$ cat src/design/dwsp_pkg.sv
package dwsp_pkg;

  // Default values of the top level parameters.
  localparam int TICKS_PER_SECOND_DEF  = 100;
  localparam int DELTA_RESET_LIMIT_DEF = 50000;

  // Field and state widths.
  localparam int POS_W      = 32;
  localparam int DELTA_W    = POS_W + 1;
  localparam int TGT_W      = 24;
  localparam int GAIN_W     = 32;
  localparam int ERR_W      = 26;
  localparam int SUM_W      = 48;
  localparam int ACC_W      = 32;
  localparam int DUTY_W     = 17;
  localparam int CFG_IDX_W  = 4;
  localparam int CFG_DATA_W = 32;

  // Pipeline depth, front register through output register.
  localparam int NUM_STAGES = 8;

  // The integral product is limited to plus or minus two to this power.
  localparam int KI_SAT_EXP = 61;

  // Duty accumulator reset value, 0.7 in Q2.30, and full-on duty in Q.16.
  localparam logic signed [ACC_W-1:0] ACC_RESET = 32'sd751619277;
  localparam logic [DUTY_W-1:0] DUTY_FULL = 17'd65536;

  // Configuration register indexes.
  localparam logic [CFG_IDX_W-1:0] REG_LEFT_TARGET  = 4'd0;
  localparam logic [CFG_IDX_W-1:0] REG_RIGHT_TARGET = 4'd1;
  localparam logic [CFG_IDX_W-1:0] REG_LEFT_KP      = 4'd2;
  localparam logic [CFG_IDX_W-1:0] REG_LEFT_KI      = 4'd3;
  localparam logic [CFG_IDX_W-1:0] REG_LEFT_KD      = 4'd4;
  localparam logic [CFG_IDX_W-1:0] REG_RIGHT_KP     = 4'd5;
  localparam logic [CFG_IDX_W-1:0] REG_RIGHT_KI     = 4'd6;
  localparam logic [CFG_IDX_W-1:0] REG_RIGHT_KD     = 4'd7;

  // Per-wheel settings as seen by one lane.
  typedef struct packed {
    logic [TGT_W-1:0]         target;
    logic signed [GAIN_W-1:0] kp;
    logic signed [GAIN_W-1:0] ki;
    logic signed [GAIN_W-1:0] kd;
  } lane_cfg_t;

  localparam lane_cfg_t LANE_CFG_RESET = '{
    target: 24'd60000,
    kp:     32'sd3291960,
    ki:     32'sd131678,
    kd:     32'sd0
  };

  // Stage load strobes from the pipeline control.
  typedef struct packed {
    logic [NUM_STAGES-1:0] ld;
  } stage_ctl_t;

  // What one lane reports at the output register.
  typedef struct packed {
    logic [DUTY_W-1:0]       duty;
    logic signed [ERR_W-1:0] err;
  } lane_res_t;

endpackage

$ cat src/design/dwsp_ctrl.sv
module dwsp_ctrl import dwsp_pkg::*; (
  input  logic       clk,
  input  logic       rst,
  input  logic       in_valid,
  output logic       in_ready,
  output logic       out_valid,
  input  logic       out_ready,
  input  logic       flag_in,
  output logic       flag_out,
  output stage_ctl_t ctl
);

  logic [NUM_STAGES-1:0] valid;
  logic [NUM_STAGES:0]   rdy;
  logic [NUM_STAGES-1:0] src;
  logic [NUM_STAGES-1:1] flag_sr;

  // A stage takes a new item when it is empty or its own item moves on.
  always_comb begin
    rdy[NUM_STAGES] = out_ready;
    for (int k = NUM_STAGES - 1; k >= 0; k--) begin
      rdy[k] = !valid[k] || rdy[k+1];
    end
    src[0] = in_valid;
    for (int k = 1; k < NUM_STAGES; k++) begin
      src[k] = valid[k-1];
    end
    ctl.ld = src & rdy[NUM_STAGES-1:0];
  end

  assign in_ready  = rdy[0];
  assign out_valid = valid[NUM_STAGES-1];
  assign flag_out  = flag_sr[NUM_STAGES-1];

  // Stage occupancy.
  always_ff @(posedge clk) begin
    if (rst) begin
      valid <= '0;
    end else begin
      for (int k = 0; k < NUM_STAGES; k++) begin
        if (rdy[k]) begin
          valid[k] <= src[k];
        end
      end
    end
  end

  // The encoder reset flag rides along with its item.
  always_ff @(posedge clk) begin
    if (ctl.ld[1]) begin
      flag_sr[1] <= flag_in;
    end
    for (int k = 2; k < NUM_STAGES; k++) begin
      if (ctl.ld[k]) begin
        flag_sr[k] <= flag_sr[k-1];
      end
    end
  end

  // Input only stalls once every stage holds an item.
  assert property (@(posedge clk) disable iff (rst) !in_ready |-> (&valid))
    else $error("input stalled while a pipeline stage was empty");

endmodule

$ cat config.mk
export PLATFORM = sky130hd
export DESIGN_NAME = dwsp_ctrl
export DESIGN_NICKNAME = d
export VERILOG_FILES = /design/src/design/dwsp_pkg.sv /design/src/design/dwsp_ctrl.sv
export SDC_FILE = /design/constraint.sdc
export NUM_CORES = 1
export LEC_CHECK = 0
export BUFFER_PORTS_ARGS = -buffer_cell sky130_fd_sc_hd__buf_2
export CAP_MARGIN = 20
export CORE_AREA = 2 2 39 41
export CTS_CLUSTER_DIAMETER = 150
export DETAILED_ROUTE_END_ITERATION = 16
export DIE_AREA = 0 0 41 43
export PLACE_DENSITY = 0.77
export SYNTH_ARGS = -nofsm -noshare
export SYNTH_HDL_FRONTEND = slang
export SYNTH_SLANG_ARGS = --single-unit
$ cat constraint.sdc
create_clock -name clk -period 2.85 [get_ports clk]
set_input_delay 0 -clock clk [delete_from_list [all_inputs] [get_ports clk]]
set_output_delay 0 -clock clk [all_outputs]
set_load 0.05 [all_outputs]
==> results of run 1 <==
[stage by stage]
stage	hold WS, ps	total power [mW]
after floorplan	98.9	0.253
after global placement	178	0.260
after CTS	44.9	0.394
after global routing	117	0.404
final	45.6	0.386
after detailed placement	179	0.260
[sequential cells by signal, indices dropped and copies added (netlist names)]
signal,flops
flag_sr,7
valid,8
[logic make-up (layout without fill, tap and decap cells)]
group	Yosys count	count (layout)
buffers and inverters	6	27
DFF	15	15
and+or+nand+nor	16	16
AOI/OAI and AO/OA	11	11
[power by group through the flow]
stage | clock network (mW) | registers, mW | logic [mW]
after detailed placement | 0 | 0.236 | 0.0246
after CTS | 0.134 | 0.231 | 0.0289
after floorplan | 0 | 0.235 | 0.0178
after global routing | 0.142 | 0.231 | 0.0308
after global placement | 0 | 0.236 | 0.0242
final | 0.126 | 0.231 | 0.0287
[cell usage in the layout (no fill, tap or decap)]
| master | Yosys | layout |
|---|---|---|
| buf_2 | 0 | 15 |
| dfxtp_1 | 8 | 8 |
| nor2_1 | 7 | 7 |
| edfxtp_1 | 7 | 7 |
| inv_1 | 4 | 4 |
| a21oi_1 | 4 | 4 |
| dlygate4sd3_1 | 0 | 4 |
| a21boi_0 | 3 | 3 |
| clkbuf_4 | 0 | 3 |
| nor2b_1 | 2 | 2 |
| a31oi_1 | 2 | 2 |
| nand3_2 | 2 | 2 |
| a21oi_2 | 2 | 2 |
| and4b_2 | 1 | 1 |
| and3_4 | 1 | 1 |
| nand4_4 | 1 | 1 |
| and3b_1 | 1 | 1 |
| and2_1 | 1 | 1 |
| inv_4 | 0 | 1 |
[final cells by class]
cell class	instances	area, um^2	share of cell area [%]
multi-input cells	27	190	25.7
clock inverters	1	6.26	0.846
repair buffers	19	115	15.6
inverters	4	15.0	2.03
clock buffers	3	22.5	3.05
flip-flops and latches	15	370	50.1
well taps	16	20.0	2.71
[worst register-to-register path, cell delays in order, from the launching register on]
cell	delay (ps)
dfxtp_1	380
and4b_2	410
nand4_4	130
a21oi_1	150
dlygate4sd3_1	550
[worst paths after layout]
kind                                  from    endpoint  depth (start not counted)
worst max-delay path              valid[7]    valid[0]                          4
worst min-delay path             out_ready    valid[7]                          4
worst max register to register    valid[7]    valid[0]                          4
worst min register to register  flag_sr[1]  flag_sr[2]                          0
[metal layers]
layer  up-vias  routed length, um  global-route usage (%)  part of all wire (%)
met1       188                429                    16.4                    44
met3         0                 77                    9.42                   8.0
met4         0                  0                    4.00                     0
met5         -                  0                       0                     0
met2        14                457                    20.0                    47
li1        208                  -                       -                     -
==> flow_summary.ini, run 1 <==
[grt]
grt_pass1_wl_um = 1580
track_usage_pct = 13.9
grt_pass1_vias = 379
grt_start_max_net_pins = 12
grt_overflow = 0
antenna_found_initial = 0

[logic_synthesis]
synth_area_per_cell_um2 = 12.3
synth.distinct_cells = 17
yosysWarningCount = 0
synth-xor-area-share_pct = 0
synth_compound_area_share_pct = 12.3
synthesis.nets = 53
synth.largest_area_cell = edfxtp_1
synth_top_family_by_area = simple AND/OR/NAND/NOR gates
synthMuxAreaShare_pct = 0
ys_seq_area_share_pct = 62.7
synthTopCellsByArea = edfxtp_1, dfxtp_1, nor2_1
synth_adder_area_share_pct = 0
yosys.area_share.simple_pct = 19.9
ys_top_cells_by_count = dfxtp_1, edfxtp_1, nor2_1
netlist_area_um2 = 591
async_flop_share_pct = 0
synth_cells = 48
synth_edf_count = 7
yosysMostFrequentCell = dfxtp_1
yosys.area.top_type_share_pct = 35.6
synth_flop_cell = dfxtp_1
synth.ff_latch_count = 15

[clock_tree]
cts_setup_buffers = 0
clock_latency_ps = 290
max-clock-path-buffers = 2
cts_buffers = 3
cts_tree = built
clockRootBuffer = clkbuf_4
hold_buffers = 4
cts_resized = 0
path_clk_slew_ps = 100
cts.sinks = 15
htree_levels = 1

[place]
gp_congestion = 0.678
post-place-ws_ps = 1570
numPortBuffers = 15
place_inst = 77
placed_cell_area_um2 = 671
place_hpwl_um = 659

[floorplanning]
rows = 14
coreArea_um2 = 1380
dieArea_um2 = 1760
die_w_um = 41
io_pins = 16
die_h_um = 43
start_util_pct = 42.7

[final_layout]
diodes = 0
fill_cells = 125
final_util_pct = 53.4
syn2layout_area_growth_pct = 25.2
design_area_um2 = 739
drive_gt1_share_pct = 37.7
layoutNonFillerInstCount = 85
layout.nets = 75

[power_and_ir_drop]
swShare_pct = 24.3
power_density_nw_per_um2 = 522
p_seq_share_pct = 59.8
power_frac_clock_pct = 32.8
power.share.combinational_pct = 7.4
p_sw_mw = 0.0936
p_leak_nw = 0.316
internal_power_mw = 0.292
vdd_drop_max_uv = 323

[sta]
slew-limit-headroom_pct = 80.4
period_needed_ps = 1670
setup_tns_ps = 0
worst_slack_ps = 1180
fin_skew_ps = 9.39
fmax_ghz = 0.598
maxSlewViolCount = 0
hold_viol = 0
fin_crit_sh_pct = 58.7
worstMarginPinSlew_ps = 292
setup_viol = 0
rsz0062_at_grt = no

[critical_path]
worstSetupEndpointType = flip-flop
crit_type = reg -> reg
r2r_slack_ps = 1180
arrival_ps = 1910
cp_num_buf_inv = 1
path_max_fanout = 11
cp_slowest_cell = dlygate4sd3_1
cp-start-kind = flip-flop
worstPathRequired_ps = 3090
crit_chain = and4b_2 > nand4_4 > a21oi_1 > dlygate4sd3_1
cpPeakStageDelay_ps = 550
cp_top_family = buffers and inverters

[drt]
antenna_left = 0
dr.first_iter.drc_count = 6
vias_per_cell = 4.82
finalWirelength_um = 965
first_pass_iters = 2
routedWlPerCell_um = 11.4
drc = 0
via_count = 410

[run]
cap_violations = 0

[hold_path]
min_path_type = in -> reg

[run_status]
status = finished, final reports clean
No activity file was read; power rests on OpenSTA's default activity.
==> inputs of run 2 (changes only) <==
- clock period: 2.85 -> 1.7 ns (I/O delays scaled with it)
==> run 2 against run 1 <==
Critical path depth unchanged. Non-clock buffer count down 1. Cell area up 5.8%. Clock skew down 7.6 ps. Clock-buffer cell count unchanged. Core utilization up 3.1 points. Hold slack better by 61 ps. Final cell count down 1.2%. Power up 63%. Register-to-register slack worse by 670 ps. First-iteration DRC count up 17%. Highest routed layer is now met4.
==> flow_summary.ini, run 2 (synthesized netlist as in run 1, its figures left out) <==
[run_status]
status = finished, final reports clean

[final_layout]
final_common_cell = buf_2
multiInputGateArea_um2 = 243
regMostFlops = valid
diodes = 0
regArea_um2 = 372
design_area_um2 = 782
drive_gt1_share_pct = 48.5
layout.nets = 74
layout_common_cells = buf_2, nor2_1, edfxtp_1, dfxtp_1
syn2layout_area_growth_pct = 32.4
final_util_pct = 56.5
largest_reg_flops = 8
top_regs = valid: 8 flops, flag_sr: 7 flops
fill_cells = 123

[sta]
worstMarginPinSlew_ps = 307
fin_skew_ps = 1.78
slew-limit-headroom_pct = 79.5
maxSlewViolCount = 0
setup_tns_ps = 0
rsz0062_at_grt = no
period_needed_ps = 1600
hold_viol = 0
fmax_ghz = 0.626
fin_crit_sh_pct = 93.9
setup_viol = 0

[drt]
vias_per_cell = 4.96
via_count = 417
drc = 0
antenna_left = 0
routedWlPerCell_um = 11.0
dr.first_iter.drc_count = 7
finalWirelength_um = 920
first_pass_iters = 4

[grt]
antenna_found_initial = 0
grt_pass1_wl_um = 1460
grt_start_max_net_pins = 12
grt_pass1_vias = 378
track_usage_pct = 12.6
grt_overflow = 0

[floorplanning]
die_h_um = 43
dieArea_um2 = 1760
io_pins = 16
die_w_um = 41
rows = 14
start_util_pct = 42.7
coreArea_um2 = 1380

[clock_tree]
htree_levels = 1
path_clk_slew_ps = 80
cts_setup_buffers = 0
clock_latency_ps = 270
cts_tree = built
clockRootBuffer = clkbuf_4
max-clock-path-buffers = 2
cts.sinks = 15
cts_buffers = 3

[place]
gp_congestion = 0.712
place_hpwl_um = 709
placed_cell_area_um2 = 722
numPortBuffers = 15

[critical_path]
worstPathRequired_ps = 1700
timing.rr.start = valid[4]
path_max_fanout = 7
timing.rr.end = flag_sr[1]
crit_type = reg -> out
worstSetupEndpointType = primary output
r2r_slack_ps = 510
r2r_cells = 2
arrival_ps = 1600
cp-start-kind = flip-flop

[power_and_ir_drop]
power_frac_clock_pct = 30.4
p_seq_share_pct = 61.6
swShare_pct = 22.4
power_mw = 0.629
p_leak_nw = 0.316
p_sw_mw = 0.141
vdd_drop_max_uv = 439
power.share.combinational_pct = 8.0
power_density_nw_per_um2 = 805
internal_power_mw = 0.488

[run]
cap_violations = 0

[hold_path]
min_path_type = in -> reg
min_to = valid[7]
holdPathStages = 4
min_from = out_ready
==> run 2: metrics by stage <==
stage	worst slack [ps]	cells	hold WS (ps)
floorplan	-48.2	48	98.9
detailed placement	341	77	179
global route	2.76	84	157
global placement	379	77	180
CTS	22.3	84	102
finish	104	84	107
==> run 2: layer usage <==
layer | vias to the layer above | track usage [%] | routed length, um
li1 | 209 | - | -
met1 | 189 | 15.8 | 399
met2 | 17 | 18.4 | 446
met3 | 2 | 3.14 | 60
met4 | 0 | 8.00 | 12
met5 | - | 0 | 0
==> run 2: cell type report <==
class,count,area share [%]
Timing Repair Buffer,18,13.4
Clock buffer,3,2.88
Inverter,4,1.92
Tap cell,16,2.56
Clock inverter,1,0.640
Sequential cell,15,47.5
Multi-Input combinational cell,27,31.0
==> run 2: power groups by stage <==
stage	clock network [mW]	registers [mW]	logic, mW
global placement	0	0.396	0.0448
finish	0.191	0.388	0.0505
CTS	0.202	0.388	0.0508
global route	0.218	0.389	0.0547
floorplan	0	0.396	0.0342
detailed placement	0	0.396	0.0452
==> run 2: how the worst max path moves through the flow <==
stage | from | end | slack, ps
3_5_place_dp | valid[7] | ctl[0] | 340
5_1_grt | valid[4] | ctl[0] | 3
6_report | valid[4] | ctl[0] | 100
4_1_cts | valid[7] | ctl[0] | 20
2_1_floorplan | valid[7] | flag_sr[4] | -50
3_3_place_gp | valid[7] | ctl[0] | 380
==> run 2: repair_timing <==
action                                  CTS  global route
endpoints found under the setup margin    0             1
hold buffers                              3             0
resized for setup                         0             1
hold endpoints to repair                  8             0
==> run 2: worst max-delay path, stage by stage (launching register included) <==
cell and delay [ps]:
dfxtp_1 500, and3_4 320, nand4_4 110, and2_1 180, buf_2 200
