File: src/design/dwsp_pkg.sv
package dwsp_pkg;

  // Default values of the top level parameters.
  localparam int TICKS_PER_SECOND_DEF  = 100;
  localparam int DELTA_RESET_LIMIT_DEF = 50000;

  // Field and state widths.
  localparam int POS_W      = 32;
  localparam int DELTA_W    = POS_W + 1;
  localparam int TGT_W      = 24;
  localparam int GAIN_W     = 32;
  localparam int ERR_W      = 26;
  localparam int SUM_W      = 48;
  localparam int ACC_W      = 32;
  localparam int DUTY_W     = 17;
  localparam int CFG_IDX_W  = 4;
  localparam int CFG_DATA_W = 32;

  // Pipeline depth, front register through output register.
  localparam int NUM_STAGES = 8;

  // The integral product is limited to plus or minus two to this power.
  localparam int KI_SAT_EXP = 61;

  // Duty accumulator reset value, 0.7 in Q2.30, and full-on duty in Q.16.
  localparam logic signed [ACC_W-1:0] ACC_RESET = 32'sd751619277;
  localparam logic [DUTY_W-1:0] DUTY_FULL = 17'd65536;

  // Configuration register indexes.
  localparam logic [CFG_IDX_W-1:0] REG_LEFT_TARGET  = 4'd0;
  localparam logic [CFG_IDX_W-1:0] REG_RIGHT_TARGET = 4'd1;
  localparam logic [CFG_IDX_W-1:0] REG_LEFT_KP      = 4'd2;
  localparam logic [CFG_IDX_W-1:0] REG_LEFT_KI      = 4'd3;
  localparam logic [CFG_IDX_W-1:0] REG_LEFT_KD      = 4'd4;
  localparam logic [CFG_IDX_W-1:0] REG_RIGHT_KP     = 4'd5;
  localparam logic [CFG_IDX_W-1:0] REG_RIGHT_KI     = 4'd6;
  localparam logic [CFG_IDX_W-1:0] REG_RIGHT_KD     = 4'd7;

  // Per-wheel settings as seen by one lane.
  typedef struct packed {
    logic [TGT_W-1:0]         target;
    logic signed [GAIN_W-1:0] kp;
    logic signed [GAIN_W-1:0] ki;
    logic signed [GAIN_W-1:0] kd;
  } lane_cfg_t;

  localparam lane_cfg_t LANE_CFG_RESET = '{
    target: 24'd60000,
    kp:     32'sd3291960,
    ki:     32'sd131678,
    kd:     32'sd0
  };

  // Stage load strobes from the pipeline control.
  typedef struct packed {
    logic [NUM_STAGES-1:0] ld;
  } stage_ctl_t;

  // What one lane reports at the output register.
  typedef struct packed {
    logic [DUTY_W-1:0]       duty;
    logic signed [ERR_W-1:0] err;
  } lane_res_t;

endpackage

File: src/design/dwsp_front.sv
module dwsp_front import dwsp_pkg::*; #(
  parameter int DELTA_RESET_LIMIT = DELTA_RESET_LIMIT_DEF
) (
  input  logic                      clk,
  input  logic                      rst,
  input  logic                      ld,
  input  logic signed [POS_W-1:0]   left_position,
  input  logic signed [POS_W-1:0]   right_position,
  output logic signed [DELTA_W-1:0] left_delta,
  output logic signed [DELTA_W-1:0] right_delta,
  output logic                      flag
);

  localparam logic signed [DELTA_W-1:0] LIMIT = DELTA_W'(DELTA_RESET_LIMIT);

  logic signed [POS_W-1:0]   left_last;
  logic signed [POS_W-1:0]   right_last;
  logic signed [DELTA_W-1:0] dl;
  logic signed [DELTA_W-1:0] dr;
  logic                      trip;

  // Exact deltas since the previous tick; either one past the limit trips both wheels.
  assign dl   = {left_position[POS_W-1], left_position} - {left_last[POS_W-1], left_last};
  assign dr   = {right_position[POS_W-1], right_position} - {right_last[POS_W-1], right_last};
  assign trip = (dl > LIMIT) || (dr > LIMIT);

  // Last positions are the only wheel state here.
  always_ff @(posedge clk) begin
    if (rst) begin
      left_last  <= '0;
      right_last <= '0;
    end else if (ld) begin
      left_last  <= trip ? '0 : left_position;
      right_last <= trip ? '0 : right_position;
    end
  end

  // Front stage register shared by both lanes.
  always_ff @(posedge clk) begin
    if (ld) begin
      left_delta  <= dl;
      right_delta <= dr;
      flag        <= trip;
    end
  end

endmodule

File: config.mk
export PLATFORM = sky130hd
export DESIGN_NAME = dwsp_front
export DESIGN_NICKNAME = d
export VERILOG_FILES = /design/src/design/dwsp_pkg.sv /design/src/design/dwsp_front.sv
export SDC_FILE = /design/constraint.sdc
export NUM_CORES = 1
export LEC_CHECK = 0
export ABC_AREA = 1
export CAP_MARGIN = 20
export CORE_MARGIN = 4
export CORE_UTILIZATION = 59
export CTS_CLUSTER_DIAMETER = 150
export CTS_CLUSTER_SIZE = 16
export DETAILED_ROUTE_END_ITERATION = 6
export DONT_BUFFER_PORTS = 1
export GPL_TIMING_DRIVEN = 0
export PLACE_DENSITY = 0.76
export SLEW_MARGIN = 20
export SYNTH_ARGS = -nofsm -noshare
export SYNTH_HDL_FRONTEND = slang
export SYNTH_SLANG_ARGS = --single-unit
File: constraint.sdc
create_clock -name clk -period 2.9 [get_ports clk]
set_input_delay 0.435 -clock clk [delete_from_list [all_inputs] [get_ports clk]]
set_output_delay 0.435 -clock clk [all_outputs]
set_load 0.02 [all_outputs]
==> metrics.txt, run 1 <==
placed cell areas 0.0110 mm²; max-cap violations 0; Starting DRT DRC Count 792; first drt pass iteration count 7; TritonCTS clock tree built; violated checks design-rule violations, negative setup slack; CP max stage delay around 0.35 ns; share of cells above drive strength 1 0.178; storage element area between 0.003 and 0.004 mm²; largest net degree at the start of global routing 70; ys async rst share 0; Crit path max-delay family simple AND/OR/NAND/NOR gates; fin crit period 2.95 ns; outcome finished, violations left; dpl ws -0.531 ns; number of cells on the worst hold path 0; count of final setup violators 23; Mapped Cells roughly 1700; leakage about 6.5 nW; Power Density a little under 500 mW/mm²; first-pass GRT wire length around 46000 µm; reg2reg path depth 20; Critical path buffers and inverters 3; crit-path max FO 7; htree depth 4; area of the multi-input gates roughly 0.0067 mm²; total CTS buffers 17; Hold EP left_delta[4]; Max Slew Vio Count 0; CTS clock-pin slew for the worst setup and hold paths roughly 0.06 ns; routability cong. 0.944; Die Area 0.0203 mm²; die width between 100 and 150 µm; DR vias/cell roughly 5.4; Seq/Total Area, Yosys 0.308; Wirelength per Cell 15.7 µm; CP max stage cell dfxtp_1; worst relative slew slack 0.437; Longest Clk Path Bufs 2; M1 wire length ~12000 µm; WHS around 0.12 ns; Worst EP arrival between 3 and 4 ns; CP required 3.25 ns; Rows 48; Yosys Warn Count 0; initial antenna violation count 0; number of global-route vias before repair 9606; fin crit share 1.02; IO Port Bufs 0; fill count ~1300; Post-synth EDFFs 67; Routed Antenna Nets 0; Antenna diodes 0; final hold vios 0; Synth top area share 0.229; Synth area leader nand2_1; startpoint types register; syn avg cell area ~6.2 µm²; All-Layer GR Usage 0.286; #FFs+latches synth between 100 and 150; hold_sp ld; synthesis-to-finish area growth 22.4%; Initial Utilization 0.609; hold crit path type in2reg; Non-Filler Cell Area, Final ~0.013 mm²; syn_nets 1858; chip height 143 µm; crit path cell chain inv_1 > ha_4 > nand2_1 > nand3_4 > nand2_2 > nand2_2 > nand2_1 > nand2_1 > nand2_1 > nand2_1 > nand2_1 > nor2_1 > a21oi_4 > nor2_1 > nand2_1 > nand2_4 > buf_12 > clkbuf_16 > nand3_4 > a21oi_2; reg-to-reg endpoint right_last[13]; Worst Setup Path Type reg2reg; commonest cells in the netlist nand2_1, inv_1, nand3_1, nor2_1, a21oi_1; overall power 6.38 mW; Synth cell types 36; cell with the most instances after synthesis nand2_1; dominant synthesized flop cell edfxtp_1; Crit Reg-Reg Startpoint right_last[2]; Met2 Wirelength between 15000 and 20000 µm; CTS hold repair buffers 0; kind of end point of the critical path register; Clock Skew 0.0114 ns; worst slew pin tran 0.845 ns; final WL around 31000 µm; metal3 WL roughly 2200 µm; Max VDD drop between 400 and 500 µV; # DRC 1; via count about 11000; I/O pins between 100 and 150; RSZ-0062 raised after global routing true; Final #Nets 1904; Worst-Skew Late Latency ~0.44 ns; CTS Sinks around 130; Mapped Area about 0.011 mm²; GRT overflow 0; Critical Path Most Common Cell nand2_1; root buf cell clkbuf_16; post-route worst setup slack -0.0501 ns; f_max ~0.34 GHz; top layer in use met4; Area contributors post-synth nand2_1, edfxtp_1, inv_1; Core Box Area roughly 0.018 mm²; DP Wirelength between 20000 and 25000 µm; flop2flop setup slack -0.05 ns
==> through the flow <==
stage / setup TNS [ns] / instances / utilization
2_1_floorplan: 0 / 1725 / -
3_3_place_gp: -21.70 / 1950 / 0.625
3_5_place_dp: -26.01 / 1950 / 0.625
4_1_cts: 0 / 1990 / 0.683
5_1_grt: -12.76 / 2009 / 0.746
6_report: -0.409 / 2009 / 0.746
==> registers in the layout, summed over array words and instances (netlist names) <==
signal and flops:
left_delta 33, right_delta 33, flag 1, right_last 32, left_last 32
==> power by group <==
group | internal, mW | switching (mW)
Sequential | 2.12 | 0.185
Clock | 1.39 | 0.905
Combinational | 0.679 | 1.10
==> cells in the final DEF (no fill, tap or decap), drive strengths merged, types with 5 or more instances in the layout <==
master  count
nand2     659
inv       410
nand3     140
a21oi     106
nor2      106
edfxtp     67
dfxtp      64
ha         64
clkbuf     44
buf        36
nand4      17
nor3       15
nand3b      9
o21ai       7
xor2        7
o21bai      6
xnor2       5
clkinv      5
==> how the worst max path moves through the flow <==
| stage | startpoint | endpoint | cells after the start |
|---|---|---|---|
| 3_5_place_dp | right_position[0] | left_last[1] | 21 |
| 5_1_grt | right_last[2] | right_last[13] | 20 |
| 2_1_floorplan | left_position[0] | left_last[10] | 21 |
| 4_1_cts | left_last[0] | left_last[1] | 22 |
| 6_report | right_last[2] | right_last[13] | 20 |
| 3_3_place_gp | right_position[0] | left_last[1] | 21 |
==> metal layers <==
layer  track usage  vias to the layer above
li1              -                     5354
met5             0                        -
met4         0.116                        0
met1         0.332                     4846
met3        0.0568                      115
met2         0.512                      457
==> final cells by class <==
cell class | count | share of cell area
Multi-Input combinational cell | 1153 | 0.515
Buffer | 35 | 0.0231
Inverter | 406 | 0.117
Sequential cell | 131 | 0.252
Tap cell | 225 | 0.0215
Clock inverter | 14 | 0.0134
Clock buffer | 18 | 0.0336
Timing Repair Buffer | 27 | 0.0240
==> repair_timing <==
action | 4_1_cts | 5_1_grt
buffers inserted | 7 | 14
resized for setup | 75 | 184
setup endpoints to repair | 65 | 65
pin swaps | 14 | 55
gates cloned | 1 | 5
==> logic make-up after synthesis <==
logic type	synth area share
compound gates	0.0623
xor+xnor	0.00984
fa+ha+maj	0.0787
buf+inv	0.164
flops	0.308
simple gates	0.376
Power figures use the tool's default switching activity.
==> run 2, diff against run 1 <==
--- a/config.mk
+++ b/config.mk
@@ -6,13 +6,13 @@
 export NUM_CORES = 1
 export LEC_CHECK = 0
 export ABC_AREA = 1
+export BUFFER_PORTS_ARGS = -buffer_cell sky130_fd_sc_hd__buf_2
 export CAP_MARGIN = 20
 export CORE_MARGIN = 4
-export CORE_UTILIZATION = 59
+export CORE_UTILIZATION = 54
 export CTS_CLUSTER_DIAMETER = 150
 export CTS_CLUSTER_SIZE = 16
 export DETAILED_ROUTE_END_ITERATION = 6
-export DONT_BUFFER_PORTS = 1
 export GPL_TIMING_DRIVEN = 0
 export PLACE_DENSITY = 0.76
 export SLEW_MARGIN = 20
==> run 2 against run 1 <==
Compared with the run above: non-clock buffer count rose by 128; critical path type unchanged; utilization is 3.6 points lower; clock skew is 0.0017 ns lower; critical path depth decreased by 3; the flow finishes with violations (design-rule violations); flip-flop and latch count unchanged; largest cell class unchanged; total power is 0.72% higher; global-route usage shrank 1.7 points; via count is 3.9% higher; hold slack improved by 0.23 ns.
==> metrics.txt, run 2 (synthesized netlist as in run 1, its figures left out) <==
root buf cell clkbuf_16 (unchanged); crit path cell chain inv_1 > ha_2 > nand2_1 > nor2_2 > inv_1 > nor2_2 > nand3_1 > nand4_1 > nand2_1 > nor2_2 > nand3_1 > nor2_2 > nand2_2 > nand2_4 > buf_12 > buf_8 > nand2_1 (was inv_1 > ha_4 > nand2_1 > nand3_4 > nand2_2 > nand2_2 > nand2_1 > nand2_1 > nand2_1 > nand2_1 > nand2_1 > nor2_1 > a21oi_4 > nor2_1 > nand2_1 > nand2_4 > buf_12 > clkbuf_16 > nand3_4 > a21oi_2); Max Slew Vio Count 0 (unchanged); CP max stage cell ha_2 (was dfxtp_1); CTS Sinks 131 (unchanged); leakage 6.97 nW (was 6.49 nW); Longest Clk Path Bufs 2 (unchanged); startpoint types register (unchanged); synthesis-to-finish area growth 29.3% (was 22.4%); number of cells on the worst hold path 5 (was 0); # DRC 1 (unchanged); first drt pass iteration count 7 (unchanged); worst slew pin tran 0.838 ns (was 0.845 ns); f_max 0.352 GHz (was 0.339 GHz); Final #Nets 2032 (was 1904); crit-path max FO 10 (was 7); CTS hold repair buffers 0 (unchanged); number of global-route vias before repair 10207 (was 9606); Max VDD drop 426 µV (was 453 µV); violated checks design-rule violations (was design-rule violations, negative setup slack); fill count 1588 (was 1339); post-route worst setup slack 0.0612 ns (was -0.0501 ns); Largest regs left_delta (33), right_delta (33) (unchanged); most frequent cells in the layout nand2_1, inv_1, buf_2 (was nand2_1, inv_1, nand3_1); fin crit period 2.84 ns (was 2.95 ns); M3 GR Usage 0.0356 (was 0.0568); count of final setup violators 0 (was 23); share of cells above drive strength 1 0.254 (was 0.178); Crit path max-delay family simple AND/OR/NAND/NOR gates (unchanged); first-pass GRT wire length 47800 µm (was 46300 µm); Critical Path Most Common Cell nor2_2 (was nand2_1); most common cell after layout, fill and taps aside nand2_1 (unchanged); GR met2 Demand/Resource 0.479 (was 0.512); Routed Antenna Nets 0 (unchanged); reg-to-reg endpoint flag (was right_last[13]); Hold EP left_last[4] (was left_delta[4]); CTS clock-pin slew for the worst setup and hold paths 0.06 ns (about the same); outcome finished, violations left (unchanged); CP required 3.08 ns (was 3.25 ns); Antenna diodes 0 (unchanged); hold crit path type in2reg (unchanged); IO Port Bufs 132 (was 0); flop2flop setup slack 0.06 ns (was -0.05 ns); Power Density 465 mW/mm² (was 488 mW/mm²); die width 149 µm (was 143 µm); DP Cell Count 2122 (was 1950); hold_sp left_position[4] (was ld); htree depth 4 (unchanged); dpl ws -0.619 ns (was -0.531 ns); max-cap violations 0 (unchanged); post-route insts no fill 2177 (was 2009); GR peak layer met2 (unchanged); worst relative slew slack 0.442 (was 0.437); kind of end point of the critical path register (unchanged); Worst EP arrival 3.02 ns (was 3.30 ns); DR vias/cell 5.14 (was 5.36); overall power 6.43 mW (was 6.38 mW); total CTS buffers 17 (unchanged); WHS 0.353 ns (was 0.119 ns); I/O pins 134 (unchanged); routability cong. 0.971 (was 0.944); Crit Reg-Reg Startpoint right_last[20] (was right_last[2]); DP Wirelength 22700 µm (was 22300 µm); initial antenna violation count 0 (unchanged); Starting DRT DRC Count 836 (was 792); Initial Utilization 0.549 (was 0.609); chip height 149 µm (was 143 µm); Clock Skew 0.00966 ns (was 0.0114 ns); Wirelength per Cell 14.4 µm (was 15.7 µm); Worst Setup Path Type reg2reg (unchanged); GRT overflow 0 (unchanged); largest net degree at the start of global routing 70 (unchanged); Core Box Area 0.0195 mm² (was 0.0175 mm²); final WL 31400 µm (was 31500 µm); TritonCTS clock tree built (unchanged); final hold vios 0 (unchanged); RSZ-0062 raised after global routing true (unchanged); CP max stage delay 0.37 ns (was 0.35 ns); Rows 51 (was 48); GR Util met1 0.318 (was 0.332); Critical path buffers and inverters 4 (was 3); reg2reg path depth 17 (was 20); Worst-Skew Late Latency 0.44 ns (about the same); via count 11192 (was 10772); Die Area 0.0221 mm² (was 0.0203 mm²); All-Layer GR Usage 0.269 (was 0.286); fin crit share 0.979 (was 1.02)
run 2: cell count changes in the layout (fill, tap and decap cells not counted), moves of 8 or more:
| cell | change |
|---|---|
| buf_2 | +132 |
| nand2_1 | -19 |
| nand2_2 | +16 |
| nand3_4 | -11 |
| ha_4 | +10 |
| nor2_1 | -10 |
| nor2_2 | +8 |
run 2: worst max path at each step:
stage                                  from        endpoint  depth (start not counted)
final                        right_last[20]            flag                         17
after global routing           left_last[0]  right_last[11]                         21
after CTS                     right_last[3]  right_last[27]                         18
after detailed placement  right_position[0]    left_last[1]                         22
after global placement    right_position[0]    left_last[1]                         22
after floorplan            left_position[0]   left_last[10]                         21
run 2: worst register-to-register path, stage by stage (launching register included):
cell and delay [ns]:
dfxtp_1 0.32, inv_1 0.05, ha_2 0.37, nand2_1 0.10, nor2_2 0.20, inv_1 0.13, nor2_2 0.17, nand3_1 0.12
nand4_1 0.09, nand2_1 0.10, nor2_2 0.15, nand3_1 0.10, nor2_2 0.13, nand2_2 0.08, nand2_4 0.10, buf_12 0.17
buf_8 0.15, nand2_1 0.06
run 2: repair_timing:
item | CTS | global route
setup buffers | 7 | 14
resized for setup | 56 | 251
cloned | 1 | 1
endpoints found under the setup margin | 65 | 65
endpoints found under the hold margin | 0 | 0
pin swaps | 16 | 30
run 2: power breakdown:
part	internal [mW]	switching, mW
logic	0.755	1.32
clock network	1.28	0.910
registers	2.11	0.0434
total	4.15	2.27
run 2: per-layer routing:
metal / share of wire / up-vias
li1: - / 5594
met1: 0.39 / 5038
met2: 0.51 / 435
met3: 0.051 / 125
met4: 0.047 / 0
met5: 0 / -
run 2: stage by stage:
stage	area, µm²	util	setup TNS, ns
final	13800	0.709	0
after global routing	13800	0.709	-6.03
after CTS	12600	0.646	0
after detailed placement	11700	0.600	-35.13
after global placement	11700	0.600	-33.79
after floorplan	10700	-	0
run 2: area by class of cell:
cell class / instances / area (µm²) / area share
multi-input combinational: 1153 / 6890 / 0.499
tap: 265 / 332 / 0.0240
sequential: 131 / 3300 / 0.239
clock buffer: 21 / 514 / 0.0372
timing repair buffer: 155 / 873 / 0.0632
buffer: 35 / 289 / 0.0209
clock inverter: 11 / 85.1 / 0.00616
inverter: 406 / 1530 / 0.111
==> run 3, diff against run 2 <==
--- a/config.mk
+++ b/config.mk
@@ -5,16 +5,15 @@
 export SDC_FILE = /design/constraint.sdc
 export NUM_CORES = 1
 export LEC_CHECK = 0
-export ABC_AREA = 1
 export BUFFER_PORTS_ARGS = -buffer_cell sky130_fd_sc_hd__buf_2
 export CAP_MARGIN = 20
 export CORE_MARGIN = 4
-export CORE_UTILIZATION = 54
+export CORE_UTILIZATION = 53
 export CTS_CLUSTER_DIAMETER = 150
 export CTS_CLUSTER_SIZE = 16
 export DETAILED_ROUTE_END_ITERATION = 6
 export GPL_TIMING_DRIVEN = 0
-export PLACE_DENSITY = 0.76
+export PLACE_DENSITY = 0.88
 export SLEW_MARGIN = 20
 export SYNTH_ARGS = -nofsm -noshare
 export SYNTH_HDL_FRONTEND = slang
==> run 3 against run 2 <==
Compared with the run above: the flow finishes with violations (negative setup slack); register-to-register slack got worse by 1.1 ns; hold slack worse by 0.063 ns; die area decreased by 10%; synthesized cell count shrank 41%; critical path depth decreased by 2; final cell count is 35% lower; utilization shrank 5.4 points; sequential power about the same; synthesized area shrank 13%; via count shrank 25%.
==> metrics.txt, run 3 <==
largest net degree at the start of global routing 44 (was 70); Clock Skew 0.00955 ns (was 0.00966 ns); Post-synth EDFFs 67 (unchanged); first drt pass iteration count 6 (was 7); Synth top area share 0.216 (was 0.229); Mapped Cells 1013 (was 1725); Crit path max-delay family compound AO/OA/AOI/OAI gates (was simple AND/OR/NAND/NOR gates); outcome finished, violations left (unchanged); startpoint types register (unchanged); CP required 3.22 ns (was 3.08 ns); hold crit path type in2reg (unchanged); chip height 141 µm (was 149 µm); kind of end point of the critical path register (unchanged); synthesis-to-finish area growth 21.5% (was 29.3%); Worst-Skew Late Latency 0.43 ns (was 0.44 ns); Fin Setup TNS -61.27 ns (was 0 ns); fin crit share 1.36 (was 0.979); I/O pins 134 (unchanged); DP Wirelength 18300 µm (was 22700 µm); Synth area leader edfxtp_1 (was nand2_1); Rows 48 (was 51); WP depth 15 (was 17); Starting DRT DRC Count 570 (was 836); worst slew pin tran 0.934 ns (was 0.838 ns); #FFs+latches synth 131 (unchanged); Yosys Warn Count 0 (unchanged); most common cell after layout, fill and taps aside buf_2 (was nand2_1); max-cap violations 0 (unchanged); cell with the most instances after synthesis nand2_1 (unchanged); syn avg cell area 9.20 µm² (was 6.19 µm²); RSZ-0062 raised after global routing true (unchanged); # DRC 0 (was 1); IO Port Bufs 133 (was 132); post-layout util 0.655 (was 0.709); Max Slew Vio Count 0 (unchanged); worst relative slew slack 0.375 (was 0.442); final WL 25000 µm (was 31400 µm); dominant synthesized flop cell edfxtp_1 (unchanged); Initial Utilization 0.539 (was 0.549); crit-path max FO 10 (unchanged); total CTS buffers 17 (unchanged); post-route worst setup slack -1.05 ns (was 0.0612 ns); CP max stage delay 0.45 ns (was 0.37 ns); fill count 1325 (was 1588); Worst setup endpoint right_last[30] (was flag); f_max 0.253 GHz (was 0.352 GHz); number of global-route vias before repair 8109 (was 10207); dpl ws -1.49 ns (was -0.619 ns); TritonCTS clock tree built (unchanged); count of final setup violators 65 (was 0); Area contributors post-synth edfxtp_1, dfxtp_1, ha_1 (was nand2_1, edfxtp_1, inv_1); CTS Sinks 131 (unchanged); first-pass GRT wire length 40100 µm (was 47800 µm); Largest regs left_delta (33), right_delta (33) (unchanged); initial antenna violation count 1 (was 0); Wirelength per Cell 17.6 µm (was 14.4 µm); storage element area 0.00330 mm² (about the same); GRT overflow 0 (unchanged); Crit Reg-Reg Startpoint right_last[3] (was right_last[20]); commonest cells in the netlist nand2_1, inv_1, edfxtp_1 (was nand2_1, inv_1, nand3_1, nor2_1, a21oi_1); Mapped Area 0.00932 mm² (was 0.0107 mm²); Critical path buffers and inverters 4 (unchanged); area of the multi-input gates 0.00562 mm² (was 0.00689 mm²); Seq/Total Area, Yosys 0.353 (was 0.308); Synth cell types 77 (was 36); final hold vios 0 (unchanged); Worst Setup Path Type reg2reg (unchanged); Power Density 514 mW/mm² (was 465 mW/mm²); violated checks negative setup slack (was design-rule violations); Core Box Area 0.0173 mm² (was 0.0195 mm²); routability cong. 0.950 (was 0.971); Worst EP arrival 4.27 ns (was 3.02 ns); share of cells above drive strength 1 0.255 (was 0.254); reg-to-reg endpoint right_last[30] (was flag); flop2flop setup slack -1.05 ns (was 0.06 ns); All-Layer GR Usage 0.248 (was 0.269); crit path cell chain inv_1 > ha_2 > nor2_1 > o31ai_4 > o2111ai_2 > a22o_2 > buf_4 > xnor2_1 > and2_1 > a21oi_1 > or4b_1 > o41a_1 > buf_6 > buf_12 > o31ai_2 (was inv_1 > ha_2 > nand2_1 > nor2_2 > inv_1 > nor2_2 > nand3_1 > nand4_1 > nand2_1 > nor2_2 > nand3_1 > nor2_2 > nand2_2 > nand2_4 > buf_12 > buf_8 > nand2_1); Max VDD drop 405 µV (was 426 µV); Routed Antenna Nets 0 (unchanged); die width 141 µm (was 149 µm); ys async rst share 0 (unchanged); fin crit period 3.95 ns (was 2.84 ns); syn_nets 1146 (was 1858); hold_sp right_position[10] (was left_position[4]); leakage 4.21 nW (was 6.97 nW); CP startpoint right_last[3] (was right_last[20]); CTS clock-pin slew for the worst setup and hold paths 0.06 ns (about the same); Final #Nets 1311 (was 2032); htree depth 4 (unchanged); via count 8405 (was 11192); Longest Clk Path Bufs 2 (unchanged); DR vias/cell 5.93 (was 5.14); root buf cell clkbuf_16 (unchanged); most frequent cells in the layout buf_2, nand2_1, inv_1 (was nand2_1, inv_1, buf_2); reg2reg path depth 15 (was 17); CP max stage cell or4b_1 (was ha_2); Die Area 0.0198 mm² (was 0.0221 mm²)
run 3: cell count changes after synthesis, moves of 21 or more:
cell | before | now
nand2_1 | 651 | 126
o21ai_0 | 6 | 28
xnor2_1 | 5 | 31
nand3_2 | 21 | 0
nand3b_1 | 9 | 64
nand3_1 | 119 | 15
nor2_1 | 99 | 45
a21oi_1 | 95 | 59
inv_1 | 402 | 91
o31ai_2 | 0 | 41
run 3: report_power, final:
group | total, mW | switching, mW | internal [mW]
Clock | 2.28 | 0.845 | 1.43
Combinational | 1.42 | 0.906 | 0.509
Sequential | 2.13 | 0.0312 | 2.10
Total | 5.82 | 1.78 | 4.04
run 3: cell type report:
| cell class | instances | area share |
|---|---|---|
| sequential | 131 | 0.291 |
| multi-input combinational | 733 | 0.496 |
| clock buffer | 25 | 0.0494 |
| clock inverter | 7 | 0.00718 |
| timing repair buffer | 149 | 0.0710 |
| buffer | 55 | 0.0292 |
| tap | 225 | 0.0248 |
| antenna | 1 | 0.000221 |
| inverter | 91 | 0.0312 |
run 3: what timing repair did:
item,in CTS,in global routing
hold buffers,0,0
gates resized for setup,28,27
buffers inserted,8,7
endpoints found under the setup margin,69,70
pin swaps,9,14
run 3: layer usage:
metal / vias to the layer above / track usage / wire length (µm)
met5: - / 0 / 0
met2: 324 / 0.412 / 12100
met1: 4010 / 0.318 / 10500
li1: 4009 / - / -
met4: 0 / 0.106 / 766
met3: 62 / 0.0434 / 1600
run 3: worst reg2reg max path, delay by kind of cell (launching register included):
kind / cells / cell delay (ns)
buf+inv: 4 / 0.55
fa+ha+maj: 1 / 0.40
xor+xnor: 1 / 0.12
simple gates: 3 / 0.75
compound gates: 6 / 1.68
flops: 1 / 0.34
run 3: stage by stage:
stage / area, µm² / total power [mW] / instances / hold WS [ns]
detailed placement: 10300 / 3.47 / 1372 / 0.439
global placement: 10300 / 3.44 / 1371 / 0.434
CTS: 11200 / 5.80 / 1412 / 0.278
global route: 11300 / 6.07 / 1417 / 0.290
floorplan: 9370 / 3.07 / 1013 / 0.425
finish: 11300 / 5.82 / 1417 / 0.291
run 3: worst min path at each step:
stage / endpoint / cells past startpoint / slack, ns
after detailed placement: right_last[2] / 2 / 0.44
after floorplan: left_last[31] / 2 / 0.43
final: right_last[10] / 3 / 0.29
after CTS: right_last[10] / 3 / 0.28
after global placement: right_last[4] / 2 / 0.43
after global routing: right_last[7] / 3 / 0.29
run 3: cell families (layout without fill, tap and decap cells):
group,count (synthesis),count (layout),share of synthesized area
DFF,131,131,0.353
xor gates and xnor gates,54,54,0.0507
other,0,1,0
muxes,4,4,0.00443
and+or+nand+nor,334,334,0.186
AOI/OAI and AO/OA,275,275,0.247
adders and majority gates,66,66,0.0902
buffers and inverters,149,327,0.0683
